--- config.mk ---
export PLATFORM = sky130hd
export DESIGN_NAME = tlb_second_chance_unit
export DESIGN_NICKNAME = d
export VERILOG_FILES = /design/src/tlbsc_pkg.sv /design/src/tlbsc_ctrl.sv /design/src/tlbsc_dp.sv /design/src/tlb_second_chance_unit.sv
export VERILOG_INCLUDE_DIRS = /design/src /design/src/src
export SDC_FILE = /design/constraint.sdc
export NUM_CORES = 2
export LEC_CHECK = 0
export BUFFER_PORTS_ARGS = -buffer_cell sky130_fd_sc_hd__buf_2
export CELL_PAD_IN_SITES_DETAIL_PLACEMENT = 0
export CELL_PAD_IN_SITES_GLOBAL_PLACEMENT = 2
export CORE_MARGIN = 5
export CORE_UTILIZATION = 40
export CTS_BUF_LIST = sky130_fd_sc_hd__clkbuf_4 sky130_fd_sc_hd__clkbuf_8 sky130_fd_sc_hd__clkbuf_16
export DETAILED_ROUTE_END_ITERATION = 7
export PLACE_DENSITY = 0.8
export SLEW_MARGIN = 20
export SYNTH_ARGS = -nofsm -noshare
export SYNTH_HDL_FRONTEND = slang
export SYNTH_SLANG_ARGS = --single-unit
--- constraint.sdc ---
create_clock -name clk -period 5.7 [get_ports clk]
set_input_delay 0.285 -clock clk [delete_from_list [all_inputs] [get_ports clk]]
set_output_delay 0.285 -clock clk [all_outputs]
set_load 0.05 [all_outputs]
--- src/tlb_second_chance_unit_macros.svh ---
// Assertion macros shared by the TLB second-chance unit modules.
// No dependencies; included by the files that carry concurrent checks.
`ifndef TLB_SECOND_CHANCE_UNIT_MACROS_SVH
`define TLB_SECOND_CHANCE_UNIT_MACROS_SVH

`ifndef SYNTH

// Same-cycle implication, disabled during reset
`define TSCU_ASSERT_IMP(lbl, ck, rn, ante, cons) \
    lbl: assert property (@(posedge ck) disable iff (!rn) (ante) |-> (cons)) \
        else $error("tlb second chance check failed");

// Next-cycle implication, disabled during reset
`define TSCU_ASSERT_NXT(lbl, ck, rn, ante, cons) \
    lbl: assert property (@(posedge ck) disable iff (!rn) (ante) |=> (cons)) \
        else $error("tlb second chance check failed");

`else

`define TSCU_ASSERT_IMP(lbl, ck, rn, ante, cons)
`define TSCU_ASSERT_NXT(lbl, ck, rn, ante, cons)

`endif

`endif

--- src/tlbsc_pkg.sv ---
// Shared constants and types for the TLB second-chance unit.
// No dependencies; imported by every module of the block.
package tlbsc_pkg;

    localparam int TLB_ENTRIES = 16;
    localparam int IDX_W       = (TLB_ENTRIES > 1) ? $clog2(TLB_ENTRIES) : 1;

    localparam int TAG_W    = 36;
    localparam int OFF_W    = 27;
    localparam int ADDR_W   = 63;
    localparam int CALC_W   = 64;
    localparam int SHIFT_W  = 5;
    localparam int SLOT_W   = 4;

    localparam logic [SHIFT_W-1:0] SHIFT_RESET = 5'd12;
    localparam logic               REQ_WRITE   = 1'b1;

    // Commands from the controller to the datapath
    typedef struct packed {
        logic cap_req;  // load the request registers
        logic commit;   // look up, update the entries, load the result
    } tlbsc_cmd_t;

endpackage

--- src/tlbsc_ctrl.sv ---
// Controller FSM for the TLB second-chance unit: handshakes and sequencing.
// Depends on tlbsc_pkg and tlb_second_chance_unit_macros.svh.
`include "tlb_second_chance_unit_macros.svh"

module tlbsc_ctrl
    import tlbsc_pkg::*;
(
    input  logic       clk,
    input  logic       rst_n,
    input  logic       in_valid,
    output logic       in_ready,
    output logic       out_valid,
    input  logic       out_ready,
    output tlbsc_cmd_t cmd
);

    localparam logic S_IDLE   = 1'b0;
    localparam logic S_LOOKUP = 1'b1;

    logic state_reg;
    logic state_next;
    logic out_valid_reg;
    logic out_valid_next;
    logic out_free;

    // Result register is free when empty or being drained this cycle
    assign out_free = !out_valid_reg || out_ready;

    assign in_ready    = (state_reg == S_IDLE);
    assign out_valid   = out_valid_reg;
    assign cmd.cap_req = (state_reg == S_IDLE) && in_valid;
    assign cmd.commit  = (state_reg == S_LOOKUP) && out_free;

    // Next state
    always_comb
    begin
        state_next = state_reg;
        unique case (state_reg)
            S_IDLE:
            begin
                if (in_valid)
                    state_next = S_LOOKUP;
            end
            S_LOOKUP:
            begin
                if (out_free)
                    state_next = S_IDLE;
            end
            default:
            begin
                state_next = S_IDLE;
            end
        endcase
    end

    // Result valid flag
    always_comb
    begin
        priority if (cmd.commit)
            out_valid_next = 1'b1;
        else if (out_ready)
            out_valid_next = 1'b0;
        else
            out_valid_next = out_valid_reg;
    end

    always_ff @(posedge clk or negedge rst_n)
    begin
        if (!rst_n)
        begin
            state_reg     <= S_IDLE;
            out_valid_reg <= 1'b0;
        end
        else
        begin
            state_reg     <= state_next;
            out_valid_reg <= out_valid_next;
        end
    end

    // Checks
    `TSCU_ASSERT_IMP(a_commit_free, clk, rst_n, cmd.commit, !out_valid_reg || out_ready)
    `TSCU_ASSERT_NXT(a_accept_busy, clk, rst_n, in_valid && in_ready, !in_ready)
    `TSCU_ASSERT_IMP(a_valid_src, clk, rst_n, $rose(out_valid_reg), $past(cmd.commit))

endmodule

--- src/tlbsc_dp.sv ---
// Datapath of the TLB second-chance unit: entries, tag match, victim choice,
// result registers and address formation. Depends on tlbsc_pkg and the macros.
`include "tlb_second_chance_unit_macros.svh"

module tlbsc_dp
    import tlbsc_pkg::*;
(
    input  logic               clk,
    input  logic               rst_n,
    input  tlbsc_cmd_t         cmd,
    input  logic               cfg_we,
    input  logic [SHIFT_W-1:0] cfg_wdata,
    input  logic               req_type,
    input  logic [TAG_W-1:0]   vpn,
    input  logic [OFF_W-1:0]   page_offset,
    input  logic [TAG_W-1:0]   refill_pfn,
    output logic [ADDR_W-1:0]  phys_addr,
    output logic               hit,
    output logic [SLOT_W-1:0]  slot
);

    // Lowest set bit of a per-entry vector
    function automatic logic [IDX_W-1:0] first_set(input logic [TLB_ENTRIES-1:0] vec);
        logic [IDX_W-1:0] idx;
        idx = '0;
        for (int k = TLB_ENTRIES - 1; k >= 0; k--)
        begin
            if (vec[k])
                idx = IDX_W'(k);
        end
        return idx;
    endfunction

    logic                   req_type_reg;
    logic [TAG_W-1:0]       req_vpn_reg;
    logic [OFF_W-1:0]       req_off_reg;
    logic [TAG_W-1:0]       req_pfn_reg;
    logic [SHIFT_W-1:0]     page_shift_reg;

    logic [TLB_ENTRIES-1:0] valid_reg;
    logic [TLB_ENTRIES-1:0] valid_next;
    logic [TLB_ENTRIES-1:0] used_reg;
    logic [TLB_ENTRIES-1:0] used_next;
    logic [TLB_ENTRIES-1:0] dirty_reg;
    logic [TLB_ENTRIES-1:0] dirty_next;
    logic [TAG_W-1:0]       tag_mem [TLB_ENTRIES];
    logic [TAG_W-1:0]       frame_mem [TLB_ENTRIES];

    logic [TAG_W-1:0]       res_frame_reg;
    logic [OFF_W-1:0]       res_off_reg;
    logic                   res_hit_reg;
    logic [SLOT_W-1:0]      res_slot_reg;

    logic [TLB_ENTRIES-1:0] match;
    logic                   hit_any;
    logic [IDX_W-1:0]       hit_idx;
    logic                   inv_any;
    logic [IDX_W-1:0]       inv_idx;
    logic                   unused_any;
    logic [IDX_W-1:0]       unused_idx;
    logic [IDX_W-1:0]       fill_idx;
    logic [IDX_W-1:0]       sel_idx;
    logic [CALC_W-1:0]      shifted;

    // Parallel tag compare against valid entries
    always_comb
    begin
        for (int k = 0; k < TLB_ENTRIES; k++)
            match[k] = valid_reg[k] && (tag_mem[k] == req_vpn_reg);
    end

    assign hit_any    = |match;
    assign hit_idx    = first_set(match);
    assign inv_any    = !(&valid_reg);
    assign inv_idx    = first_set(~valid_reg);
    assign unused_any = !(&used_reg);
    assign unused_idx = first_set(~used_reg);

    // Victim: lowest invalid entry, else first entry with used clear,
    // else entry 0 once the sweep has cleared every used bit
    always_comb
    begin
        priority if (inv_any)
            fill_idx = inv_idx;
        else if (unused_any)
            fill_idx = unused_idx;
        else
            fill_idx = '0;
    end

    assign sel_idx = hit_any ? hit_idx : fill_idx;

    // Status bit updates for hit and refill
    always_comb
    begin
        valid_next = valid_reg;
        used_next  = used_reg;
        dirty_next = dirty_reg;
        if (hit_any)
        begin
            used_next[hit_idx] = 1'b1;
            if (req_type_reg == REQ_WRITE)
                dirty_next[hit_idx] = 1'b1;
        end
        else
        begin
            // sweep clears used bits of the entries it passes over
            if (!inv_any)
            begin
                for (int k = 0; k < TLB_ENTRIES; k++)
                begin
                    if (!unused_any || (IDX_W'(k) < unused_idx))
                        used_next[k] = 1'b0;
                end
            end
            valid_next[fill_idx] = 1'b1;
            used_next[fill_idx]  = 1'b1;
            dirty_next[fill_idx] = (req_type_reg == REQ_WRITE);
        end
    end

    // Control-side state: status bits and page shift register
    always_ff @(posedge clk or negedge rst_n)
    begin
        if (!rst_n)
        begin
            valid_reg      <= '0;
            used_reg       <= '0;
            dirty_reg      <= '0;
            page_shift_reg <= SHIFT_RESET;
        end
        else
        begin
            if (cmd.commit)
            begin
                valid_reg <= valid_next;
                used_reg  <= used_next;
                dirty_reg <= dirty_next;
            end
            if (cfg_we)
                page_shift_reg <= cfg_wdata;
        end
    end

    // Request capture, tag/frame store and result registers
    always_ff @(posedge clk)
    begin
        if (cmd.cap_req)
        begin
            req_type_reg <= req_type;
            req_vpn_reg  <= vpn;
            req_off_reg  <= page_offset;
            req_pfn_reg  <= refill_pfn;
        end
        if (cmd.commit)
        begin
            if (!hit_any)
            begin
                tag_mem[fill_idx]   <= req_vpn_reg;
                frame_mem[fill_idx] <= req_pfn_reg;
            end
            res_frame_reg <= hit_any ? frame_mem[hit_idx] : req_pfn_reg;
            res_off_reg   <= req_off_reg;
            res_hit_reg   <= hit_any;
            res_slot_reg  <= SLOT_W'(sel_idx);
        end
    end

    // Physical address: frame shifted in 64 bits, cut to the field width
    assign shifted   = {{(CALC_W-TAG_W){1'b0}}, res_frame_reg} << page_shift_reg;
    assign phys_addr = shifted[ADDR_W-1:0] | {{(ADDR_W-OFF_W){1'b0}}, res_off_reg};
    assign hit       = res_hit_reg;
    assign slot      = res_slot_reg;

    // Checks
    `TSCU_ASSERT_IMP(a_single_match, clk, rst_n, cmd.commit, $onehot0(match))
    `TSCU_ASSERT_NXT(a_sel_live, clk, rst_n, cmd.commit, valid_reg[$past(sel_idx)] && used_reg[$past(sel_idx)])

endmodule

--- src/tlb_second_chance_unit.sv ---
// TLB second-chance unit: 16-entry fully associative TLB, clock replacement.
// The result is registered in the lookup-and-update state that follows the capture state;
// no new request is taken until that lookup has loaded the result register.
// A waiting result does not block the capture of the next request; its lookup waits.
// Reset clears all valid, used and dirty bits and sets page_shift to 12;
// tags and frames are not cleared, so the unit is ready right after reset.
module tlb_second_chance_unit
    import tlbsc_pkg::*;
(
    input  logic               clk,
    input  logic               rst_n,
    input  logic               cfg_we,
    input  logic [SHIFT_W-1:0] cfg_wdata,
    input  logic               in_valid,
    output logic               in_ready,
    input  logic               req_type,
    input  logic [TAG_W-1:0]   vpn,
    input  logic [OFF_W-1:0]   page_offset,
    input  logic [TAG_W-1:0]   refill_pfn,
    output logic               out_valid,
    input  logic               out_ready,
    output logic [ADDR_W-1:0]  phys_addr,
    output logic               hit,
    output logic [SLOT_W-1:0]  slot
);

    tlbsc_cmd_t cmd;

    tlbsc_ctrl u_ctrl (
        .clk       (clk),
        .rst_n     (rst_n),
        .in_valid  (in_valid),
        .in_ready  (in_ready),
        .out_valid (out_valid),
        .out_ready (out_ready),
        .cmd       (cmd)
    );

    tlbsc_dp u_dp (
        .clk         (clk),
        .rst_n       (rst_n),
        .cmd         (cmd),
        .cfg_we      (cfg_we),
        .cfg_wdata   (cfg_wdata),
        .req_type    (req_type),
        .vpn         (vpn),
        .page_offset (page_offset),
        .refill_pfn  (refill_pfn),
        .phys_addr   (phys_addr),
        .hit         (hit),
        .slot        (slot)
    );

endmodule

# --- Word-level counts from Yosys, hierarchy flattened ---
# Memory sizes are Yosys's and may differ from the RTL's.
# Index checks and enable logic that the tools add are counted.
totals:
  ramBits: 1152
  n_memories: 2
  input_bits: 110
  out_inout_bits: 70
  ff_bits: 206
  wordCells: 185
op_classes:
  order_cmp: 20
  shifts: 1
  bitwise_logic: 8
  n_reduce_logical: 43
  muxes: 83
  n_eq_ne: 16
mem_list:
  columns: ["memory", "words", "word_bits", "read_ports", "rd_ports_with_merged_regs", "write_ports", "line_no", "text"]
  rows:
  - ["u_dp.frame_mem", 16, 36, 1, 0, 1, "tlbsc_dp.sv:47", "logic [TAG_W-1:0] frame_mem [TLB_ENTRIES];"]
  - ["u_dp.tag_mem", 16, 36, 16, 0, 1, "tlbsc_dp.sv:46", "logic [TAG_W-1:0] tag_mem [TLB_ENTRIES];"]
ops:
  columns: ["operator", "count"]
  rows:
  - ["$eq A36 B36 Y1", 16]
  - ["$mux W4", 51]
  - ["$or A63 B27 Y63", 1]
  - ["$shl A36 B5 Y63", 1]
  - ["$mux W16", 3]
  - ["$or A16 B16 Y16", 3]
  - ["$mux W36", 1]
  - ["$lt A4 B4 Y1 const A", 8]
  - ["$not A16 Y16", 2]
  - ["$reduce_and A16 Y1", 2]
  - ["$mux W1", 25]
  - ["$logic_and A1 B1 Y1", 20]
  - ["$logic_or A1 B1 Y1", 17]
  - ["$lt A3 B4 Y1 const A", 4]
  - ["$reduce_or A16 Y1", 1]
  - ["$lt A4 B5 Y1 const B", 2]
  - ["$demux W1 S4", 2]
  - ["$ge A4 B1 Y1 const B", 2]
  - ["$lt A1 B4 Y1 const A", 2]
  - ["$lt A2 B4 Y1 const A", 2]
  - ["$not A1 Y1", 2]
  - ["$pmux W1 S2", 1]
  - ["$reduce_and A2 Y1", 1]
  - ["$reduce_bool A2 Y1", 1]
  - ["$logic_not A1 Y1", 1]

# --- Depth between registers and ports, before layout ---
logic_depth:
  ltp_word: 25
  ltp_mapped: 17
  mapped_depth_nobuf: 12

# --- By module ---
# Synthesis repeated with hierarchy kept, for this count alone.
hier_totals:
  cells_unflattened: 3905
  hier_area_um2: 58437.3
by_module_without_submodules:
  columns: ["mod", "cells_each", "area_each_um2", "n_inst"]
  rows:
  - ["tlbsc_dp", 3896, 58335.9, 1]
  - ["tlbsc_ctrl", 9, 101.3, 1]

# --- Least setup slack after synthesis ---
# OpenSTA, ideal clock, no wires.
synth_path:
  path_type: "reg-to-reg"
  start: "register u_dp.req_vpn_reg[14]"
  end: "memory u_dp.frame_mem[9][0], enable pin"
  setup_ns: 0.504
  required_ns: 5.196
  path_slack_ns: -0.587
  path_buffers: 3
  stages_incl_launch_ff: 14
  arrival_ns: 5.784
  path_cell_list: "edfxtp_1 > buf_2 > buf_2 > xnor2_1 > nand3_1 > nor4_1 > nand3_1 > and4_1 > nand4_1 > nand2b_2 > nor2_1 > clkbuf_1 > nand2_1 > nor2_1"
synth_between:
  elab_chain_len: 6
  word_cells_on_any_way: 36
  cone_classes: "16 x eq/ne; 3 x mux; 17 x reduce/logical"
synth_rtl:
  columns: ["element", "line_no", "text"]
  rows:
  - ["from (decl)", "tlbsc_dp.sv:35", "logic [TAG_W-1:0] req_vpn_reg;"]
  - ["from (signal assigned)", "tlbsc_dp.sv:151", "req_vpn_reg <= vpn;"]
  - ["$eq A36 B36 Y1", "tlbsc_dp.sv:69", "match[k] = valid_reg[k] && (tag_mem[k] == req_vpn_reg);"]
  - ["$logic_and A1 B1 Y1", "tlbsc_dp.sv:69", null]
  - ["$reduce_or A16 Y1 *", "tlbsc_dp.sv:72", "assign hit_any = |match;"]
  - ["$mux W1 *", "tlbsc_dp.sv:157", "if (!hit_any)"]
  - ["$mux W1 *", "tlbsc_dp.sv:155", "if (cmd.commit)"]
  - ["$mux W1 (not written as such) *", "tlbsc_dp.sv:160", "frame_mem[fill_idx] <= req_pfn_reg;"]
  - ["to (decl)", "tlbsc_dp.sv:47", null]
# Every way passes the cells marked *; elsewhere a longest branch is shown, timed or not.

# --- Final worst setup path ---
layout_path:
  start: "register u_dp.req_vpn_reg[33]"
  end: "register u_dp.res_frame_reg[4], data pin"
layout_between:
  elab_chain_len: 20
  word_cells_on_any_way: 51
  cone_classes: "16 x eq/ne; 17 x mux; 17 x reduce/logical; 1 x memory"
layout_rtl:
  columns: ["element", "line_no", "text"]
  rows:
  - ["$eq A36 B36 Y1", "tlbsc_dp.sv:69", null]
  - ["$logic_and A1 B1 Y1", "tlbsc_dp.sv:69", null]
  - ["$mux W4 (16 in a row)", "tlbsc_dp.sv:28", "if (vec[k])"]
  - ["$mem_v2 Z16 W36", null, null]
  - ["$mux W36 *", "tlbsc_dp.sv:162", "res_frame_reg <= hit_any ? frame_mem[hit_idx] : req_pfn_reg;"]
  - ["to (signal assigned)", "tlbsc_dp.sv:162", null]
  - ["to (decl)", "tlbsc_dp.sv:49", "logic [TAG_W-1:0] res_frame_reg;"]
# Marks and branches as above.
# A chain may end at the register's enable or synchronous reset.

==> results.cfg <==
[run_status]
status = finished, final reports clean

[floorplanning]
die_area_um2 = 155000
core_um2 = 146000
row_count = 140
die_w_um = 394
start_util_pct = 40.4
die_h_um = 394
io-pin-count = 180

[final_layout]
fill_cells = 12600
fin_area_um2 = 69000
nets = 4532
fin_util_pct = 47.3
reg_top3 = u_dp.frame_mem x576, u_dp.tag_mem x576
synthToLayoutAreaGrowth_pct = 17.2
drive_above_1_share_pct = 15.6

[cts]
cts_made_buffers = 149
cts-root-buf = clkbuf_16
cts_tree = done
clk_pin_slew_worst_paths_ns = 0.06
clockBufferDepth = 3
postCtsSetupRepairBufs = 0
cts-resized-gates = 0
cts_sinks = 1358
worstSkewPairLatency_ns = 0.80
htreeDepth = 4

[place]
place_area_um2 = 62900
gp_congestion = 0.832
hpwl_um = 99500
port_buffers = 178

[synth]
synth_top_area_cell = edfxtp_1
ys_ff_latch = 1358
synthFlopType = edfxtp_1
syn_area_um2 = 58900
ys_warn_count = 0
yosysSeqAreaShare_pct = 68.9
synth_edf_count = 1319
synth_cells = 4041
avgSynthCellArea_um2 = 14.6
synth.area.top_cells = edfxtp_1, xor2_1, xnor2_1, mux2i_1, nor4_1
postSynthNetCount = 4151
async_reset_ff_share_pct = 2.87
synth_top_area_share_pct = 67.3
synth_cell_types = 86

[setup_path]
startpoint_type = register
critical_path_class = register to register
crit_path_start = u_dp.req_vpn_reg[33]
cp.arrival_ns = 5.72
worstRegToRegCells = 13
critPathMaxFanout = 51
endpoint = u_dp.res_frame_reg[4]
crit_path_end_kind = register
rr_endpoint = u_dp.res_frame_reg[4]
cp.required_ns = 6.20
r2r_start = u_dp.req_vpn_reg[33]
reg2reg_slack_ns = 0.48

[timing]
slew_violations = 0
rsz0062_at_grt = false
period_minus_slack_ns = 5.22
skew_ns = 0.0572
finalCritPeriodShare_pct = 91.5
finalSetupTns_ns = 0
maxSlewHeadroom_pct = 30.3
setup_viol = 0
hold_violations = 0
worst_pin_slew_ns = 1.05
fmax_ghz = 0.192

[global_routing]
track_usage_pct = 21.1
antenna_found_initial = 9
grt_max_degree = 82
grt_pass1_vias = 36100
grt_pass1_wl_um = 245000
grt_overflow = 0

[detailed_routing]
vias_per_cell = 5.63
drt_iter0_markers = 3633
antenna_left = 0
first_pass_iters = 5
routed_wl_um = 167000
vias = 36400
post_drt_wl_per_cell_um = 25.9
route.detailed.drc = 0

[power]
worst_ir_drop_vdd_mv = 0.352
power_density_nw_per_um2 = 427
power_uw = 29500
p_leak_uw = 0.0228

[worst_hold_path]
hold_path.class = input port to async pin

[job]
maxCapViolCount = 0
==> worst max-delay path: stages, from the launching register on <==
cell       delay (ns)
edfxtp_1         0.93
buf_4            0.27
xor2_1           0.25
nor4_1           0.11
nand4_1          0.12
or4_1            0.41
and2_4           0.49
buf_4            0.69
o21ai_4          0.37
buf_4            0.34
a311oi_1         0.47
o2111ai_1        0.19
o21ai_1          0.13
o211ai_1         0.11
==> worst min path at each step <==
stage | endpoint | slack [ns] | depth (start not counted)
after detailed placement | u_dp.res_off_reg[23] | 0.40 | 0
after global routing | u_dp.page_shift_reg[1] | 0.16 | 2
final | u_dp.page_shift_reg[1] | 0.11 | 2
after floorplan | u_ctrl.out_valid | -0.01 | 0
after global placement | u_dp.res_off_reg[4] | 0.40 | 0
after CTS | u_dp.page_shift_reg[4] | 0.10 | 2
==> timing repair <==
item	in CTS	in global routing
hold buffers	116	0
setup endpoints to repair	0	0
endpoints found under the hold margin	145	0
==> cell usage in the layout (no fill, tap or decap), drive strengths merged, types with 39 or more instances in the layout <==
master,instances
a21oi,123
a22oi,75
a311oi,39
a31oi,47
and2,77
buf,340
clkbuf,188
clkinv,69
dlygate4sd3,116
edfxtp,1319
inv,79
mux2i,125
nand2,228
nand2b,50
nand3,42
nand4,139
nor2,114
nor3,74
nor4,172
o2111ai,44
o211ai,45
o21ai,216
xnor2,214
xor2,342
==> stage by stage <==
| step | worst slack, ns | cells | hold WS [ns] |
|---|---|---|---|
| 2_1_floorplan | -0.586 | 4041 | -0.0106 |
| 3_3_place_gp | 0.455 | 6071 | 0.402 |
| 3_5_place_dp | 0.534 | 6072 | 0.405 |
| 4_1_cts | 0.464 | 6464 | 0.105 |
| 5_1_grt | 0.279 | 6465 | 0.163 |
| 6_report | 0.482 | 6470 | 0.111 |
==> cells by family (layout without fill, tap and decap cells) <==
| kind of cell | after synthesis | count (layout) | share of synthesized area [%] |
|---|---|---|---|
| AND/OR/NAND/NOR | 980 | 980 | 8.98 |
| AO/OA/AOI/OAI | 700 | 700 | 8.10 |
| buffers and inverters | 298 | 804 | 2.86 |
| multiplexers | 149 | 149 | 2.85 |
| XOR/XNOR | 556 | 556 | 8.28 |
| flip-flops | 1358 | 1358 | 68.9 |
| other | 0 | 6 | 0 |
==> synthesized netlist by cell type (12+ instances only) <==
cell,n
mux2i_1,125
o211ai_1,42
mux4_2,14
buf_4,38
o22ai_1,12
buf_6,39
o21ai_0,157
xnor2_1,213
nor2_1,114
o2111ai_1,44
nand2_1,227
and2_1,76
nor3_1,73
clkbuf_1,80
edfxtp_1,1319
nor4_1,170
a31oi_1,47
or2_2,19
nand3_1,42
xor2_1,342
a22o_1,37
a22oi_1,75
a21o_1,12
a311oi_2,25
or4_1,12
inv_1,69
a311oi_1,14
dfrtp_1,37
a21oi_1,123
nand2b_1,49
buf_2,48
nand4_1,139
o21ai_1,57
==> report_power, final <==
group	internal [uW]	switching, uW	total, uW
Sequential	13000	914	13900
Combinational	1770	4220	5990
Clock	5450	4080	9530
==> layer usage <==
metal / up-vias / global-route usage (%) / part of all wire (%)
li1: 16300 / - / -
met1: 18400 / 30.5 / 45
met2: 1413 / 33.2 / 46
met3: 253 / 3.49 / 7.0
met4: 2 / 5.83 / 2.3
met5: - / 0 / 0.0078
==> final cells by class <==
cell class / instances / area, um^2 / share of cell area [%]
diodes: 6 / 15.0 / 0.0218
clock buffers: 188 / 4070 / 5.89
clock inverters: 88 / 835 / 1.21
inverters: 72 / 272 / 0.394
multi-input cells: 2385 / 16800 / 24.4
flip-flops and latches: 1358 / 40600 / 58.8
well taps: 1917 / 2400 / 3.48
repair buffers: 456 / 4000 / 5.80
(Power assumes the default switching activity.)
